File: config.mk
export PLATFORM = sky130hd
export DESIGN_NAME = rational_arithmetic_unit
export DESIGN_NICKNAME = d
export VERILOG_FILES = /design/src/rau_pkg.sv /design/src/rau_divider.sv /design/src/rational_arithmetic_unit.sv
export VERILOG_INCLUDE_DIRS = /design/src /design/src/src
export SDC_FILE = /design/constraint.sdc
export NUM_CORES = 2
export LEC_CHECK = 0
export BUFFER_PORTS_ARGS = -buffer_cell sky130_fd_sc_hd__buf_2
export CAP_MARGIN = 20
export CORE_UTILIZATION = 60
export CTS_CLUSTER_DIAMETER = 200
export DETAILED_ROUTE_END_ITERATION = 10
export GPL_ROUTABILITY_DRIVEN = 0
export GPL_TIMING_DRIVEN = 0
export PLACE_DENSITY = 0.77
export SYNTH_ARGS = -nofsm -noshare
export SYNTH_HDL_FRONTEND = slang
export SYNTH_SLANG_ARGS = --single-unit
export TNS_END_PERCENT = 20
File: constraint.sdc
create_clock -name clk -period 22.1 [get_ports clk]
set_clock_uncertainty 0.15 [all_clocks]
set_input_delay 3.315 -clock clk [delete_from_list [all_inputs] [get_ports clk]]
set_output_delay 3.315 -clock clk [all_outputs]
set_load 0.02 [all_outputs]
File: src/assert_macros.svh
// assertion macros for the rtl files, included by rational_arithmetic_unit.sv
// no dependencies
`ifndef ASSERT_MACROS_SVH
`define ASSERT_MACROS_SVH
`ifndef NO_ASSERTIONS
`define ASSERT_IMPL(lbl, clk, rst_n, prop) \
	lbl: assert property (@(posedge clk) disable iff (!rst_n) prop) else $error("assertion failed");
`define ASSERT_NEXT(lbl, clk, rst_n, a, b) \
	lbl: assert property (@(posedge clk) disable iff (!rst_n) (a) |=> (b)) else $error("assertion failed");
`else
`define ASSERT_IMPL(lbl, clk, rst_n, prop)
`define ASSERT_NEXT(lbl, clk, rst_n, a, b)
`endif
`endif

File: src/rau_pkg.sv
// types and constants for the rational arithmetic unit
// no dependencies
`default_nettype none
package rau_pkg;
	localparam logic [1:0] OP_ADD = 2'd0;
	localparam logic [1:0] OP_SUB = 2'd1;
	localparam logic [1:0] OP_MUL = 2'd2;
	localparam logic [1:0] OP_DIV = 2'd3;

	typedef struct packed {
		logic [1:0]         opcode;
		logic signed [31:0] a_num;
		logic signed [31:0] a_den;
		logic signed [31:0] b_num;
		logic signed [31:0] b_den;
	} rau_in_t;

	typedef struct packed {
		logic signed [31:0] res_num;
		logic signed [31:0] res_den;
		logic               overflow;
	} rau_out_t;

	typedef enum logic [3:0] {
		ST_IDLE, ST_MUL1, ST_MUL2, ST_MUL3, ST_ADD, ST_GCD_INIT, ST_GCD,
		ST_DIV_N, ST_DIV_D, ST_DONE
	} rau_state_t;
endpackage
`default_nettype wire

File: src/rau_divider.sv
// restoring divider, one quotient bit per cycle, unsigned operands
// depends on nothing
`default_nettype none
module rau_divider #(
	parameter int W = 32
) (
	input  wire          clk,
	input  wire          arst_n,
	input  wire          go,
	input  wire  [W-1:0] dividend,
	input  wire  [W-1:0] divisor,
	output logic         done,
	output logic [W-1:0] quot,
	output logic [W-1:0] rem
);
	localparam int CW = $clog2(W + 1);
	logic [CW-1:0] cnt_q;
	logic          busy_q;
	logic [W-1:0]  dvs_q;
	logic [W:0]    trial;

	// one shift-subtract step
	assign trial = {rem, quot[W-1]} - {1'b0, dvs_q};

	always_ff @(posedge clk or negedge arst_n) begin
		if (!arst_n) begin
			busy_q <= 1'b0;
			cnt_q  <= '0;
			done   <= 1'b0;
		end else begin
			done <= 1'b0;
			if (go) begin
				busy_q <= 1'b1;
				cnt_q  <= CW'(W);
			end else if (busy_q) begin
				cnt_q <= cnt_q - 1'b1;
				if (cnt_q == CW'(1)) begin
					busy_q <= 1'b0;
					done   <= 1'b1;
				end
			end
		end
	end

	// datapath
	always_ff @(posedge clk) begin
		if (go) begin
			quot  <= dividend;
			rem   <= '0;
			dvs_q <= divisor;
		end else if (busy_q) begin
			if (!trial[W]) begin
				rem  <= trial[W-1:0];
				quot <= {quot[W-2:0], 1'b1};
			end else begin
				rem  <= {rem[W-2:0], quot[W-1]};
				quot <= {quot[W-2:0], 1'b0};
			end
		end
	end
endmodule
`default_nettype wire

File: src/rational_arithmetic_unit.sv
// rational arithmetic unit: cross products, euclid gcd, exact reduction
// sequence: cross products in MUL1, MUL2 and MUL3 (MUL3 skipped for multiply and divide),
// sum in ADD, GCD_INIT, one divider remainder per euclid step in GCD up to a zero check,
// exact divisions by the gcd in DIV_N and DIV_D, and the done state
// zero product denominator after multiply or divide: ADD goes straight to done
// throughput: one word at a time, busy high for the whole item; reset clears control only
`default_nettype none
`include "assert_macros.svh"
module rational_arithmetic_unit #(
	parameter int WIDTH = 32
) (
	input  wire                clk,
	input  wire                arst_n,
	input  wire                start,
	input  wire rau_pkg::rau_in_t din,
	output logic               busy,
	output logic               done,
	output rau_pkg::rau_out_t  dout
);
	rau_pkg::rau_state_t st_q, st_d;
	logic [1:0]       op_q;
	logic [WIDTH-1:0] an_q, ad_q, bn_q, bd_q;
	logic [WIDTH-1:0] p1_q, p2_q, n_q, d_q, x_q, y_q, g_q;
	logic             ovf_q;
	logic [WIDTH-1:0] ma, mb, mp;
	logic [2*WIDTH-1:0] prod;
	logic             mwrap;
	logic [WIDTH:0]   sum;
	logic             sovf;
	logic             dgo, ddone;
	logic [WIDTH-1:0] dnd, dvs, dq, dr;
	logic             dvalid_q;

	function automatic logic [WIDTH-1:0] mag(input logic [WIDTH-1:0] v);
		return v[WIDTH-1] ? (~v + 1'b1) : v;
	endfunction

	// shared multiplier operand select
	always_comb begin
		ma = an_q; mb = bd_q;
		unique case (st_q)
			rau_pkg::ST_MUL1: begin
				ma = an_q;
				mb = (op_q == rau_pkg::OP_MUL) ? bn_q : bd_q;
			end
			rau_pkg::ST_MUL2: begin
				ma = (op_q == rau_pkg::OP_MUL || op_q == rau_pkg::OP_DIV) ? ad_q : bn_q;
				mb = (op_q == rau_pkg::OP_MUL) ? bd_q :
				     (op_q == rau_pkg::OP_DIV) ? bn_q : ad_q;
			end
			default: begin
				ma = ad_q; mb = bd_q;
			end
		endcase
	end
	assign prod  = (2*WIDTH)'($signed(ma)) * (2*WIDTH)'($signed(mb));
	assign mp    = prod[WIDTH-1:0];
	assign mwrap = prod[2*WIDTH-1:WIDTH] != {WIDTH{prod[WIDTH-1]}};

	assign sum  = (op_q == rau_pkg::OP_SUB) ? {p1_q[WIDTH-1], p1_q} - {p2_q[WIDTH-1], p2_q}
	                                        : {p1_q[WIDTH-1], p1_q} + {p2_q[WIDTH-1], p2_q};
	assign sovf = sum[WIDTH] != sum[WIDTH-1];

	// shared divider: euclid remainders and final exact divisions
	always_comb begin
		dgo = 1'b0; dnd = x_q; dvs = y_q;
		unique case (st_q)
			rau_pkg::ST_GCD:   begin dgo = !dvalid_q && y_q != '0; end
			rau_pkg::ST_DIV_N: begin dgo = !dvalid_q; dnd = mag(n_q); dvs = g_q; end
			rau_pkg::ST_DIV_D: begin dgo = !dvalid_q; dnd = mag(d_q); dvs = g_q; end
			default: ;
		endcase
	end

	rau_divider #(.W(WIDTH)) u_div (
		.clk(clk), .arst_n(arst_n), .go(dgo), .dividend(dnd), .divisor(dvs),
		.done(ddone), .quot(dq), .rem(dr)
	);

	// next state
	always_comb begin
		st_d = st_q;
		unique case (st_q)
			rau_pkg::ST_IDLE:     if (start) st_d = rau_pkg::ST_MUL1;
			rau_pkg::ST_MUL1:     st_d = rau_pkg::ST_MUL2;
			rau_pkg::ST_MUL2:     st_d = (op_q[1]) ? rau_pkg::ST_ADD : rau_pkg::ST_MUL3;
			rau_pkg::ST_MUL3:     st_d = rau_pkg::ST_ADD;
			rau_pkg::ST_ADD:      st_d = (op_q[1] && d_q == '0) ? rau_pkg::ST_DONE
			                                                   : rau_pkg::ST_GCD_INIT;
			rau_pkg::ST_GCD_INIT: st_d = rau_pkg::ST_GCD;
			rau_pkg::ST_GCD: begin
				if (y_q == '0 && !dvalid_q)
					st_d = (x_q == '0) ? rau_pkg::ST_DONE : rau_pkg::ST_DIV_N;
			end
			rau_pkg::ST_DIV_N:    if (ddone) st_d = rau_pkg::ST_DIV_D;
			rau_pkg::ST_DIV_D:    if (ddone) st_d = rau_pkg::ST_DONE;
			rau_pkg::ST_DONE:     st_d = rau_pkg::ST_IDLE;
			default:              st_d = rau_pkg::ST_IDLE;
		endcase
	end

	// outputs
	always_comb begin
		busy = st_q != rau_pkg::ST_IDLE;
		done = st_q == rau_pkg::ST_DONE;
		dout.res_num  = 32'($signed(n_q));
		dout.res_den  = 32'($signed(d_q));
		dout.overflow = ovf_q;
	end

	always_ff @(posedge clk or negedge arst_n) begin
		if (!arst_n) begin
			st_q     <= rau_pkg::ST_IDLE;
			dvalid_q <= 1'b0;
		end else begin
			st_q <= st_d;
			if (dgo) dvalid_q <= 1'b1;
			else if (ddone) dvalid_q <= 1'b0;
		end
	end

	// datapath
	always_ff @(posedge clk) begin
		unique case (st_q)
			rau_pkg::ST_IDLE: if (start) begin
				op_q  <= din.opcode;
				an_q  <= WIDTH'(din.a_num);
				ad_q  <= WIDTH'(din.a_den);
				bn_q  <= WIDTH'(din.b_num);
				bd_q  <= WIDTH'(din.b_den);
				ovf_q <= 1'b0;
			end
			rau_pkg::ST_MUL1: begin
				p1_q <= mp; ovf_q <= ovf_q | mwrap;
			end
			rau_pkg::ST_MUL2: begin
				p2_q <= mp; ovf_q <= ovf_q | mwrap;
				if (op_q[1]) begin d_q <= mp; n_q <= p1_q; end
			end
			rau_pkg::ST_MUL3: begin
				d_q <= mp; ovf_q <= ovf_q | mwrap;
			end
			rau_pkg::ST_ADD: begin
				if (!op_q[1]) begin
					n_q <= sum[WIDTH-1:0]; ovf_q <= ovf_q | sovf;
				end else if (d_q == '0) begin
					d_q <= WIDTH'(1);
				end
			end
			rau_pkg::ST_GCD_INIT: begin
				x_q <= mag(n_q); y_q <= mag(d_q);
			end
			rau_pkg::ST_GCD: begin
				if (ddone) begin x_q <= y_q; y_q <= dr; end
				g_q <= x_q;
			end
			rau_pkg::ST_DIV_N: if (ddone) n_q <= n_q[WIDTH-1] ? (~dq + 1'b1) : dq;
			rau_pkg::ST_DIV_D: if (ddone) d_q <= d_q[WIDTH-1] ? (~dq + 1'b1) : dq;
			default: ;
		endcase
	end

	`ASSERT_IMPL(a_done_one_cycle, clk, arst_n, done |=> !done)
	`ASSERT_NEXT(a_start_busy, clk, arst_n, start && !busy, busy)
	`ASSERT_IMPL(a_div_in_reduce, clk, arst_n, ddone |-> busy)
endmodule
`default_nettype wire
# == Word-level counts from Yosys, hierarchy flattened ==
# Index checks and enable logic that the tools add are counted.
# Widths: inputs -> output; s select.
# classes
bitwise_logic,5
multipliers,1
n_eq_ne,24
reduce_logical,25
n_mux,52
add_sub_neg,7
# op_table
operator,n
$mux 32,21
$pmux 32 s2,5
$pmux 32 s4,1
$add 32x1->32 const B,3
$logic_not 32->1,3
$not 32->32,3
$pmux 32 s3,1
$mul 32x32->64,1
$pmux 4 s9,1
$add 32x32->33,1
$mux 33,1
$sub 32x32->33,1
$sub 33x32->33,1
$ne 32x32->1,1
$reduce_bool 32->1,1
$mux 4,6
$eq 4x3->1 const B,4
$mux 6,2
$ne 2x2->1 const B,6
$mux 1,11
$eq 4x2->1 const B,2
$eq 4x4->1 const B,2
$reduce_and 4->1,2
$reduce_bool 4->1,2
other kinds (22),32
# totals
wordCells,135
regBits,464
out_inout_bits,67

# == Depth between registers and ports, before layout ==
# depth
depth_word,8
ltp_mapped,41
ltp_nobuf,35

# == Modules after synthesis ==
# Synthesis repeated with hierarchy kept, for this count alone.
# hier_totals
hier_cells,6180
hier_area_um2,60650.7
# by_module_without_submodules
module,area_each_um2,cells_each,seq_area_each_um2,instances
rational_arithmetic_unit,54679.9,5611,10785.3,1
rau_divider,5970.7,569,2762.6,1

# == Least setup slack after synthesis ==
# No wires, ideal clock.
# synth_timing
path_kind,reg2reg
startpoint,register st_q[3]
endpoint,"register ovf_q, data pin"
arrival_ps,11130
path_slack_ps,10539
path_stages_with_launch,35
synth_period_minus_slack_ps,11561
path_cell_list,dfrtp_1 > clkbuf_1 > nor2_1 > nand2_1 > or2_2 > clkbuf_1 > inv_1 > nor2_1 > clkbuf_1 > a221oi_1 > nor2_1 > fa_1 > inv_1 > fa_1 > inv_1 > fa_1 > fa_1 > inv_1 > fa_1 > fa_1 > fa_1 > fa_1 > inv_1 > ha_1 > a21oi_1 > or4b_2 > a31oi_1 > o31a_1 > o311ai_0 > a31oi_1 > o21ai_0 > xnor2_1 > or4_1 > a2111oi_0 > a311oi_1
# synth_via
elab_chain_cells,6
elab_cells_between_ends,12
cone_classes,mul: 1; eq/ne: 5; mux: 3; bitwise: 1; reduce/logical: 2
# synth_lines
item,line_no,rtl
start: declaration,rational_arithmetic_unit.sv:20,"rau_pkg::rau_state_t st_q, st_d;"
start signal: assignment,rational_arithmetic_unit.sv:113,st_q <= rau_pkg::ST_IDLE;
start signal: assignment,rational_arithmetic_unit.sv:116,st_q <= st_d;
$eq 4x2->1 / $eq 4x1->1 (equally long branches),"rational_arithmetic_unit.sv:41, rational_arithmetic_unit.sv:124",
$pmux 32 s2,rational_arithmetic_unit.sv:41,unique case (st_q)
$mul 32x32->64,rational_arithmetic_unit.sv:56,assign prod = (2*WIDTH)'($signed(ma)) * (2*WIDTH)'($signed(mb));
$ne 32x32->1,rational_arithmetic_unit.sv:58,assign mwrap = prod[2*WIDTH-1:WIDTH] != {WIDTH{prod[WIDTH-1]}};
$or 1x1->1,"rational_arithmetic_unit.sv:134, rational_arithmetic_unit.sv:137, rational_arithmetic_unit.sv:141",
$pmux 1 s3 *,rational_arithmetic_unit.sv:124,unique case (st_q)
end signal: assignment,rational_arithmetic_unit.sv:134,p1_q <= mp; ovf_q <= ovf_q | mwrap;
end signal: assignment,rational_arithmetic_unit.sv:137,p2_q <= mp; ovf_q <= ovf_q | mwrap;
end signal: assignment,rational_arithmetic_unit.sv:141,d_q <= mp; ovf_q <= ovf_q | mwrap;
end: declaration,rational_arithmetic_unit.sv:24,logic ovf_q;
# Mark *: on every way between the ends. The rest lies on a longest branch, timed or not.
# A chain may end at the register's enable or synchronous reset.

# == Final worst setup path ==
# layout_timing
startpoint,register st_q[0]
endpoint,"register ovf_q, data pin"
# The elaborated chain is that of the path after synthesis.

==> flow_results.xml <==
<?xml version="1.0" encoding="UTF-8"?>
<metrics>
  <group name="outcome">
    <metric name="run_status" unit="">complete, but fails checks</metric>
    <metric name="violated_checks" unit="">design-rule violations, max-slew violations</metric>
  </group>
  <group name="synth">
    <metric name="synth_cell_types" unit="">91</metric>
    <metric name="largest_family_of_logic_cells_by_synthesized_area" unit="">adder cells</metric>
    <metric name="dominantRegCellSynth" unit="">edfxtp_1</metric>
    <metric name="ys_seq_elements" unit="">464</metric>
    <metric name="post_synth_and_or_nand_nor_area_fraction" unit="%">13.86</metric>
    <metric name="number_of_nets_in_the_synthesized_netlist" unit="">7606</metric>
    <metric name="adder_and_majority_cell_fraction_of_the_synthesized_area" unit="%">41.37</metric>
    <metric name="yosys_warnings" unit="">0</metric>
    <metric name="netlist.area_leader.share" unit="%">36.09</metric>
    <metric name="synthMostInstantiatedCell" unit="">fa_1</metric>
    <metric name="post_synth_edffs" unit="">419</metric>
    <metric name="postSynthCellCount" unit="">6135</metric>
    <metric name="synth.yosys.seq_area_share" unit="%">22.53</metric>
    <metric name="ys_top_cells_by_area" unit="">fa_1, edfxtp_1, nand2_1</metric>
    <metric name="muxShareOfSynthArea" unit="%">0.8946</metric>
    <metric name="synthXorXnorAreaFrac" unit="%">4.043</metric>
    <metric name="async_reset_ff_share" unit="%">2.802</metric>
    <metric name="most_numerous_cell_types_in_the_synthesized_netlist" unit="">fa_1, nand2_1, inv_1</metric>
    <metric name="syn_avg_cell_area" unit="um^2">9.802</metric>
    <metric name="netlist.top_cell.by_area" unit="">fa_1</metric>
    <metric name="compound_gate_fraction_of_synth_area" unit="%">10.09</metric>
    <metric name="syn_area" unit="um^2">60140</metric>
  </group>
  <group name="placed_design">
    <metric name="dp.final_hpwl" unit="um">179900</metric>
    <metric name="port_buffers" unit="">199</metric>
  </group>
  <group name="grt">
    <metric name="grt_use_met1" unit="%">51.36</metric>
    <metric name="grt_antenna_before_repair" unit="">25</metric>
    <metric name="track_usage" unit="%">45.57</metric>
    <metric name="grt_start_max_net_pins" unit="">76</metric>
    <metric name="grt_pass1_vias" unit="">53202</metric>
    <metric name="globalRoute.busiestLayer" unit="">met2</metric>
    <metric name="grt.met2_usage" unit="%">64.41</metric>
    <metric name="wire_length_of_the_first_global_routing_pass" unit="um">333600</metric>
    <metric name="grt_use_met3" unit="%">25.11</metric>
    <metric name="grt_overflow_total" unit="">0</metric>
  </group>
  <group name="critical_path">
    <metric name="crit_required" unit="ps">22280</metric>
    <metric name="reg2reg_to" unit="">ovf_q</metric>
    <metric name="criticalPathCategory" unit="">register to register</metric>
    <metric name="worst_setup_path_end_kind" unit="">register</metric>
    <metric name="regToRegSetupSlack" unit="ps">6820</metric>
    <metric name="worst_path_most_repeated_cell" unit="">fa_1</metric>
    <metric name="critPathSlowestCell" unit="">fa_1</metric>
    <metric name="critical-path-top-delay-family" unit="">adder cells</metric>
    <metric name="kind_of_start_point_of_the_critical_path" unit="">register</metric>
    <metric name="reg2reg_depth" unit="">35</metric>
    <metric name="worst-path-max-fanout" unit="">16</metric>
    <metric name="arrival" unit="ps">15460</metric>
    <metric name="slowest_delay" unit="ps">1060</metric>
    <metric name="path_buf_inv" unit="">9</metric>
    <metric name="reg2reg_from" unit="">st_q[0]</metric>
  </group>
  <group name="routing">
    <metric name="antenna_left" unit="">0</metric>
    <metric name="detail_route.iter0.violations" unit="">7823</metric>
    <metric name="wire_per_inst" unit="um">29.33</metric>
    <metric name="detailroute.via_count" unit="">52475</metric>
    <metric name="drt_pass1_iterations" unit="">11</metric>
    <metric name="totalWireLength" unit="um">229200</metric>
    <metric name="viasPerCell" unit="">6.714</metric>
    <metric name="drcViolationCount" unit="">10</metric>
  </group>
  <group name="clocking">
    <metric name="path_clk_slew" unit="ps">60</metric>
    <metric name="cts_setup_buffers" unit="">0</metric>
    <metric name="cts_hold_repair.buffers" unit="">0</metric>
    <metric name="cts_tree" unit="">built</metric>
    <metric name="clk_root_buffer_cell" unit="">clkbuf_16</metric>
    <metric name="ctsResizeCount" unit="">0</metric>
    <metric name="cts.htree.levels" unit="">2</metric>
    <metric name="clock_insertion_delay_worst_skew" unit="ps">670</metric>
    <metric name="ctsLongestPathBuffers" unit="">3</metric>
    <metric name="clock_sink_count" unit="">464</metric>
    <metric name="numCtsBuffers" unit="">51</metric>
  </group>
  <group name="final_layout">
    <metric name="final_layout_size_suffix_gt1_share" unit="%">7.101</metric>
    <metric name="num-nets-final" unit="">7936</metric>
    <metric name="final.fill_count" unit="">7580</metric>
    <metric name="signed_area_change_from_the_synthesized_netlist_to_the_final_layout" unit="%">9.150</metric>
  </group>
  <group name="timing">
    <metric name="transition_time_of_the_tightest_slew_check_pin" unit="ps">1594</metric>
    <metric name="drv_slew" unit="">3</metric>
    <metric name="unrepaired_setup_endpoints_after_global_routing" unit="">no</metric>
    <metric name="setup_viol" unit="">0</metric>
    <metric name="maxSlewHeadroom" unit="%">-6.252</metric>
    <metric name="hold_viol_final" unit="">0</metric>
    <metric name="setup_tns" unit="ps">0</metric>
    <metric name="fmaxAchievable" unit="MHz">65.46</metric>
    <metric name="layout_min_cycle_time" unit="ps">15280</metric>
    <metric name="fin_crit_sh" unit="%">69.12</metric>
  </group>
  <group name="min_path">
    <metric name="holdCritStartpoint" unit="">x_q[18]</metric>
    <metric name="whs_path_cells" unit="">0</metric>
    <metric name="min-delay-path-class" unit="">register to register</metric>
    <metric name="worstHoldEndpoint" unit="">g_q[18]</metric>
  </group>
  <group name="floorplan">
    <metric name="floorplan.initialDensity" unit="%">60.84</metric>
    <metric name="row_count" unit="">115</metric>
    <metric name="floorplan.die.height" unit="um">318.6</metric>
    <metric name="die_x" unit="um">318.6</metric>
    <metric name="boundaryPins" unit="">200</metric>
    <metric name="design.die.area" unit="um^2">101500</metric>
    <metric name="coreArea" unit="um^2">98850</metric>
  </group>
  <group name="job">
    <metric name="max-cap-violations" unit="">0</metric>
  </group>
</metrics>
worst max path at each step:
stage,from,end,cells past startpoint,slack [ps]
global placement,st_q[3],ovf_q,34,6610
finish,st_q[0],ovf_q,35,6820
floorplan,st_q[3],ovf_q,34,10540
CTS,st_q[0],ovf_q,35,7470
detailed placement,st_q[0],ovf_q,35,7580
global route,st_q[0],ovf_q,35,6560
sequential cells by signal (all words and copies together), names as in the netlist:
register / flops
op_q: 2
n_q: 32
y_q: 32
st_q: 4
bn_q: 32
x_q: 32
ovf_q: 1
bd_q: 32
p2_q: 32
u_div.quot: 32
u_div.dvs_q: 32
an_q: 32
ad_q: 32
u_div.busy_q: 1
u_div.cnt_q: 6
dvalid_q: 1
u_div.rem: 32
u_div.done: 1
g_q: 32
d_q: 32
p1_q: 32
routing by layer:
metal,wire length [um],up-vias
li1,-,20634
met1,71370,25425
met2,93430,4808
met3,40440,1581
met4,23510,27
met5,478,-
cell usage in the layout (no fill, tap or decap), types with 16 or more instances in the layout:
cell type	synthesis	final
edfxtp_1	419	419
inv_1	823	823
fa_1	1084	1084
o211ai_1	22	22
buf_2	2	212
o21ai_0	141	141
xor2_1	167	167
a21oi_1	225	224
nor2b_1	21	21
nor4_1	29	29
or3_1	32	32
diode_2	0	23
o221a_2	16	16
nand4_1	26	26
ha_1	254	254
buf_4	1	21
clkbuf_16	0	51
o31ai_1	34	34
a221o_1	68	68
nand2b_1	25	25
a31oi_1	20	20
buf_1	18	17
mux2i_1	47	47
nor3_1	45	45
nand3_1	31	31
o221ai_1	16	16
clkbuf_1	305	308
nand2_1	938	938
a221oi_2	1	26
o21a_1	22	22
a21o_1	60	60
nor2_1	703	701
xnor2_1	108	108
and2_1	39	39
a211oi_1	68	68
a221oi_1	77	52
buf_8	0	21
dfxtp_1	32	32
cells by family (layout without fill, tap and decap cells):
kind of cell,count (synthesis),count (layout)
adder cells (fa/ha/maj),1338,1338
XOR/XNOR,276,276
buffers and inverters,1152,1523
other,0,23
AND/OR/NAND/NOR,1977,1977
multiplexers,53,53
flip-flops,464,464
AO/OA/AOI/OAI,875,875
final cells by class:
class,instances,area [um^2],area share [%]
inverters,825,3097,4.718
flip-flops and latches,464,13550,20.64
multi-input cells,4519,42440,64.65
well taps,1287,1610,2.453
plain buffers,327,1246,1.899
clock buffers,61,1354,2.062
diodes,23,57.56,0.08768
repair buffers,277,1901,2.895
clock inverters,33,387.9,0.5909
stage by stage:
stage | utilization [%] | std cells | hold slack, ps | worst slack [ps] | instance area (um^2)
2_1_floorplan | - | 6135 | 300.2 | 10540 | 60140
3_3_place_gp | 63.47 | 7621 | 319.1 | 6610 | 62740
3_5_place_dp | 64.22 | 7672 | 325.0 | 7576 | 63480
4_1_cts | 65.98 | 7766 | 334.4 | 7467 | 65220
5_1_grt | 66.36 | 7799 | 338.8 | 6555 | 65600
6_report | 66.40 | 7816 | 334.7 | 6824 | 65640
Power is left out: the tool's default activity adds up to more than one toggle a clock period on the data nets, which glitch-free logic cannot reach.
